===== config.mk =====
export PLATFORM = sky130hd
export DESIGN_NAME = gbts_useq
export DESIGN_NICKNAME = d
export VERILOG_FILES = /design/src/sv/gbts_pkg.sv /design/src/sv/gbts_useq.sv
export SDC_FILE = /design/constraint.sdc
export NUM_CORES = 1
export LEC_CHECK = 0
export ABC_AREA = 1
export BUFFER_PORTS_ARGS = -buffer_cell sky130_fd_sc_hd__buf_2
export CAP_MARGIN = 20
export CORE_MARGIN = 2
export CORE_UTILIZATION = 45
export DETAILED_ROUTE_END_ITERATION = 12
export PLACE_DENSITY = 0.68
export SYNTH_ARGS = -nofsm -noshare
export SYNTH_HDL_FRONTEND = slang
export SYNTH_SLANG_ARGS = --single-unit

===== constraint.sdc =====
create_clock -name clk -period 1.7 [get_ports clk]
set_input_delay 0 -clock clk [delete_from_list [all_inputs] [get_ports clk]]
set_output_delay 0 -clock clk [all_outputs]
set_load 0.01 [all_outputs]

===== src/sv/gbts_pkg.sv =====
// Shared types, constants, microcode and dispatch table of the gap buffer text store.
package gbts_pkg;

    localparam int CAPACITY = 4096;
    localparam int ADDR_W   = $clog2(CAPACITY);
    localparam int CNT_W    = 13;
    localparam int UPC_W    = 5;

    localparam logic [CNT_W-1:0] CAP_CNT = CNT_W'(CAPACITY);

    typedef enum logic [3:0] {
        REQ_INS_B   = 4'd0,
        REQ_INS_A   = 4'd1,
        REQ_BKSP    = 4'd2,
        REQ_DEL     = 4'd3,
        REQ_LEFT    = 4'd4,
        REQ_RIGHT   = 4'd5,
        REQ_MOVE_TO = 4'd6,
        REQ_START   = 4'd7,
        REQ_END     = 4'd8,
        REQ_READ    = 4'd9
    } req_t;

    typedef enum logic [1:0] {
        ST_OK    = 2'd0,
        ST_FULL  = 2'd1,
        ST_EMPTY = 2'd2,
        ST_RANGE = 2'd3
    } stat_t;

    typedef enum logic [3:0] {
        OP_NONE,
        OP_INS_B,
        OP_INS_A,
        OP_DEL_B,
        OP_DEL_A,
        OP_SETUP,
        OP_PRIME_L,
        OP_PRIME_R,
        OP_SHIFT_L,
        OP_SHIFT_R,
        OP_RD_IDX,
        OP_RD_CAP,
        OP_RD_BB,
        OP_RD_BA,
        OP_FIN
    } uop_t;

    typedef enum logic [1:0] {
        C_NEVER,
        C_REM_ZERO,
        C_DIR_R,
        C_REM_MORE
    } cond_t;

    typedef struct packed {
        uop_t             op;
        cond_t            cond;
        logic [UPC_W-1:0] br;
        logic [UPC_W-1:0] nx;
        logic             last;
    } uword_t;

    typedef struct packed {
        logic accept;
        uop_t op;
    } ctrl_t;

    typedef struct packed {
        logic rem_zero;
        logic rem_more;
        logic dir_r;
    } flags_t;

    // Microcode addresses.
    localparam logic [UPC_W-1:0] UA_INS_B    = 5'd0;
    localparam logic [UPC_W-1:0] UA_INS_A    = 5'd1;
    localparam logic [UPC_W-1:0] UA_DEL_B    = 5'd2;
    localparam logic [UPC_W-1:0] UA_DEL_A    = 5'd3;
    localparam logic [UPC_W-1:0] UA_NOP      = 5'd4;
    localparam logic [UPC_W-1:0] UA_READ     = 5'd5;
    localparam logic [UPC_W-1:0] UA_READ_CAP = 5'd6;
    localparam logic [UPC_W-1:0] UA_SETUP    = 5'd7;
    localparam logic [UPC_W-1:0] UA_CHK      = 5'd8;
    localparam logic [UPC_W-1:0] UA_DIR      = 5'd9;
    localparam logic [UPC_W-1:0] UA_PRIME_L  = 5'd10;
    localparam logic [UPC_W-1:0] UA_SHIFT_L  = 5'd11;
    localparam logic [UPC_W-1:0] UA_PRIME_R  = 5'd12;
    localparam logic [UPC_W-1:0] UA_SHIFT_R  = 5'd13;
    localparam logic [UPC_W-1:0] UA_FIN_A    = 5'd14;
    localparam logic [UPC_W-1:0] UA_FIN_B    = 5'd15;
    localparam logic [UPC_W-1:0] UA_FIN_C    = 5'd16;

    function automatic uword_t ucode(input logic [UPC_W-1:0] upc);
        uword_t w;
        w = '{op: OP_NONE, cond: C_NEVER, br: UA_FIN_A, nx: UA_FIN_A, last: 1'b0};
        unique case (upc)
            UA_INS_B:    w.op = OP_INS_B;
            UA_INS_A:    w.op = OP_INS_A;
            UA_DEL_B:    w.op = OP_DEL_B;
            UA_DEL_A:    w.op = OP_DEL_A;
            UA_NOP:      w.op = OP_NONE;
            UA_READ:
            begin
                w.op = OP_RD_IDX;
                w.nx = UA_READ_CAP;
            end
            UA_READ_CAP: w.op = OP_RD_CAP;
            UA_SETUP:
            begin
                w.op = OP_SETUP;
                w.nx = UA_CHK;
            end
            UA_CHK:
            begin
                w.cond = C_REM_ZERO;
                w.br   = UA_FIN_A;
                w.nx   = UA_DIR;
            end
            UA_DIR:
            begin
                w.cond = C_DIR_R;
                w.br   = UA_PRIME_R;
                w.nx   = UA_PRIME_L;
            end
            UA_PRIME_L:
            begin
                w.op = OP_PRIME_L;
                w.nx = UA_SHIFT_L;
            end
            UA_SHIFT_L:
            begin
                w.op   = OP_SHIFT_L;
                w.cond = C_REM_MORE;
                w.br   = UA_SHIFT_L;
            end
            UA_PRIME_R:
            begin
                w.op = OP_PRIME_R;
                w.nx = UA_SHIFT_R;
            end
            UA_SHIFT_R:
            begin
                w.op   = OP_SHIFT_R;
                w.cond = C_REM_MORE;
                w.br   = UA_SHIFT_R;
            end
            UA_FIN_A:
            begin
                w.op = OP_RD_BB;
                w.nx = UA_FIN_B;
            end
            UA_FIN_B:
            begin
                w.op = OP_RD_BA;
                w.nx = UA_FIN_C;
            end
            UA_FIN_C:
            begin
                w.op   = OP_FIN;
                w.last = 1'b1;
            end
            default:
            begin
                w.op   = OP_NONE;
                w.last = 1'b1;
            end
        endcase
        return w;
    endfunction

    function automatic logic [UPC_W-1:0] entry_of(input logic [3:0] rt);
        logic [UPC_W-1:0] a;
        unique case (rt) inside
            REQ_INS_B: a = UA_INS_B;
            REQ_INS_A: a = UA_INS_A;
            REQ_BKSP:  a = UA_DEL_B;
            REQ_DEL:   a = UA_DEL_A;
            REQ_LEFT, REQ_RIGHT, REQ_MOVE_TO, REQ_START, REQ_END: a = UA_SETUP;
            REQ_READ:  a = UA_READ;
            default:   a = UA_NOP;
        endcase
        return a;
    endfunction

endpackage


===== src/sv/gbts_useq.sv =====
// Microprogram sequencer: step counter, control store and branch logic.
module gbts_useq (
    input  logic                  clk,
    input  logic                  rst_n,
    input  logic                  start,
    input  logic [3:0]            req_type,
    input  gbts_pkg::flags_t      flags,
    output gbts_pkg::ctrl_t       ctrl,
    output logic                  busy,
    output logic                  done
);
    import gbts_pkg::*;

    logic [UPC_W-1:0] upc_reg, upc_next;
    logic             busy_reg, busy_next;
    logic             done_reg, done_next;
    logic             accept;
    logic             taken;
    uword_t           word;

    assign accept = start && !busy_reg;
    assign word   = ucode(upc_reg);

    always_comb
    begin
        case (word.cond)
            C_REM_ZERO: taken = flags.rem_zero;
            C_DIR_R:    taken = flags.dir_r;
            C_REM_MORE: taken = flags.rem_more;
            default:    taken = 1'b0;
        endcase
    end

    always_comb
    begin
        upc_next  = upc_reg;
        busy_next = busy_reg;
        done_next = 1'b0;
        if (accept)
        begin
            upc_next  = entry_of(req_type);
            busy_next = 1'b1;
        end
        else if (busy_reg)
        begin
            upc_next = taken ? word.br : word.nx;
            if (word.last)
            begin
                busy_next = 1'b0;
                done_next = 1'b1;
            end
        end
    end

    always_ff @(posedge clk or negedge rst_n)
    begin
        if (!rst_n)
        begin
            upc_reg  <= '0;
            busy_reg <= 1'b0;
            done_reg <= 1'b0;
        end
        else
        begin
            upc_reg  <= upc_next;
            busy_reg <= busy_next;
            done_reg <= done_next;
        end
    end

    assign ctrl.accept = accept;
    assign ctrl.op     = busy_reg ? word.op : OP_NONE;
    assign busy        = busy_reg;
    assign done        = done_reg;

    a_done_idle: assert property (@(posedge clk) disable iff (!rst_n)
        done_reg |-> !busy_reg)
        else $error("result strobe while a request is still running");

    a_accept_busy: assert property (@(posedge clk) disable iff (!rst_n)
        accept |=> busy_reg)
        else $error("accepted request did not start the sequencer");

endmodule


==> impl_results.md <==
- DRC: 0
- Leakage: about 0.46 nW
- Die Height: ~44 um
- Tightest Hold Check Type: in2reg
- Crit path max-delay cell type: dfrtp_2
- Initial Utilization: 47.84%
- Fmax achieved: 640.0 MHz
- Syn avg cell area: 6.612 um^2
- Worst-margin pin slew: 307.5 ps
- DP Area: a little over 800 um^2
- Core region area: approximately 1500 um^2
- CTS Buffer Depth: 2
- Die Span X: approximately 44 um
- Synthesized cell area: 720.7 um^2
- Fin Hold WS: 38.82 ps
- Critical-path cell list: nor2_2 > buf_4 > nand4_1 > and3_4 > a31oi_1 > buf_2
- Max FO, Critical Path: 7
- Crit Path Category: reg2out
- YS warnings: 0
- Clock Latency Late Sink: 250 ps
- Setup TNS after final layout: 0 ps
- Fill count: 154
- Synthesized netlist cell count: 109
- Worst vdd ir: 0.001065 V
- Cell Pwr Density: ~2200 nW/um^2
- ANT cells: 0
- Total Power: approximately 0.0019 W
- CTS tree: yes
- Area growth, synth to finish: 21.01%
- Port bufs: 16
- CP required: 1700 ps
- Vias in the first global route: ~800
- Die Footprint: 1938 um^2
- CP bufs+invs: 2
- Share of layout cells above drive strength 1: 36.92%
- Sequential-to-total area share from yosys stat: 24.31%
- Max incr delay on CP: 460 ps
- Final wirelength: 1824 um
- Placer Congestion: 0.9471
- Clk root buf: clkbuf_4
- Max-cap viol count: 0
- Row cnt: 14
- Slew Limit Fails: 0
- GRT Total Usage: 21.95%
- Final Net Count: 141
- Tmin final: 1562 ps
- Delay-heaviest family, CP: flip-flops
- Post-CTS Setup Inserts: 0
- Total CTS buffers: 3
- CP Capture Type: output pin
- Worst EP arrival: 1560 ps
- Period utilisation layout: between 90% and 100%
- Initial antenna violation count: 0
- Slew HR: 79.50%
- Clock sinks: 7
- Vias: 813
- Final setup violation count: 0
- First drt pass iteration count: 4
- Final hold vios: 0
- Remaining Overflow, GRT: 0
- Startpoint types: flop
- Post-Layout Inst Area: 872.1 um^2
- First DRT Iteration DRCs: 25
- Synth unique cells: 27
- Clock-pin slew on the worst setup and hold paths: 50 ps
- Status: completed
- Flip-flop count of the largest register after layout: 5
- CTS HTree Levels: 1
- Flops & latches, synth: 7
- Routed len/inst: 12.49 um
- DRT antenna net count: 0
- Final HPWL from detailed placement: 1472 um
- Num ports: 17
- Post-Route Skew: 5.235 ps
- Post-Syn Nets: ~120
- First-pass GRT wire length: 3167 um
- Post-layout util: 57.89%
- Largest net degree at the start of global routing: 11
- Vias per cell: about 5.6
[report_power, final]
part	internal (W)	total, W	switching, W	leakage (nW)
Sequential	0.000258	0.000406	0.000148	0.0785
Combinational	0.000505	0.00133	0.000826	0.368
Clock	0.0000892	0.000145	0.0000555	0.0150
[cell usage in the layout, fill, tap and decap left out, types with 2 or more instances in the layout]
cell / synthesis / layout
nand3_2: 5 / 6
dfrtp_2: 0 / 4
nor3_1: 2 / 2
inv_2: 5 / 6
nand4_1: 3 / 3
nor2_1: 12 / 10
clkbuf_4: 0 / 3
o21ai_0: 5 / 5
a31oi_1: 3 / 3
nand2_4: 3 / 3
a21oi_1: 2 / 2
dfrtp_1: 7 / 3
inv_1: 11 / 11
nand2_1: 26 / 26
nand3_1: 8 / 7
buf_2: 0 / 16
nor2_2: 4 / 6
[worst reg2reg max path, cell delays in order (launching register included)]
cell,delay [ps]
dfrtp_1,520
inv_2,150
nand3_2,140
nand2_4,80
nand2_4,70
nand2_4,60
nor2_2,130
nand2_1,60
nand2_1,60
nand2_1,50
[logic make-up after synthesis]
family	share of synthesized area (%)
AO/OA/AOI/OAI	15.97
buffers and inverters	9.896
flip-flops	24.31
AND/OR/NAND/NOR	49.83
[cells in the mapped netlist]
cell type / number / area, um^2
a21oi_1: 2 / 10.01
a21oi_2: 1 / 8.760
a31oi_1: 3 / 18.77
a41oi_1: 1 / 8.760
and3_4: 1 / 11.26
buf_4: 1 / 7.510
clkinv_1: 1 / 3.750
dfrtp_1: 7 / 175.2
inv_1: 11 / 41.29
inv_2: 5 / 18.77
nand2_1: 26 / 97.59
nand2_4: 3 / 33.78
nand3_1: 8 / 40.04
nand3_2: 5 / 50.05
nand4_1: 3 / 18.77
nor2_1: 12 / 45.04
nor2_2: 4 / 25.02
nor2_8: 1 / 20.02
nor3_1: 2 / 10.01
nor3b_1: 1 / 7.510
o2111ai_1: 1 / 8.760
o211ai_1: 1 / 7.510
o21a_1: 1 / 7.510
o21ai_0: 5 / 25.02
o21ai_1: 1 / 5.000
o22ai_1: 1 / 6.260
o32ai_1: 1 / 8.760
[per-stage QoR]
step	setup WS, ps	instances
finish	137.5	146
global route	-0.3563	146
CTS	51.52	146
detailed placement	197.8	141
global placement	197.8	141
floorplan	408.8	109
[path summary, 6_finish.rpt]
check	start	depth (start not counted)	slack, ps	end
max	upc_reg[1]	6	140	ctrl[1]
min	start	3	40	busy
max reg2reg	upc_reg[4]	9	280	upc_reg[3]
min reg2reg	upc_reg[3]	2	580	upc_reg[3]
max in group asynchronous	rst_n	2	1420	upc_reg[0]
min in group asynchronous	rst_n	2	110	upc_reg[4]
[final cells by class]
type	instances	area [um^2]	share of cell area, %
Multi-Input combinational cell	84	484.2	55.52
Sequential cell	7	180.2	20.66
Timing Repair Buffer	18	97.59	11.19
Inverter	17	63.81	7.317
Clock buffer	4	26.28	3.013
Tap cell	16	20.02	2.296
[routing by layer]
metal  GRT usage [%]  vias to the layer above  wire (um)
met5               0                        -          0
met1           26.17                      365        808
li1                -                      413          -
met2           37.65                       31        882
met4           11.52                        0         32
met3           3.673                        4        100
[what timing repair did]
| action | in CTS | in global routing |
|---|---|---|
| setup endpoints to repair | 0 | 3 |
| endpoints found under the hold margin | 7 | 0 |
| resized for setup | 0 | 8 |
| hold buffers | 1 | 0 |
Note: power is estimated with default switching activity, not from simulation.
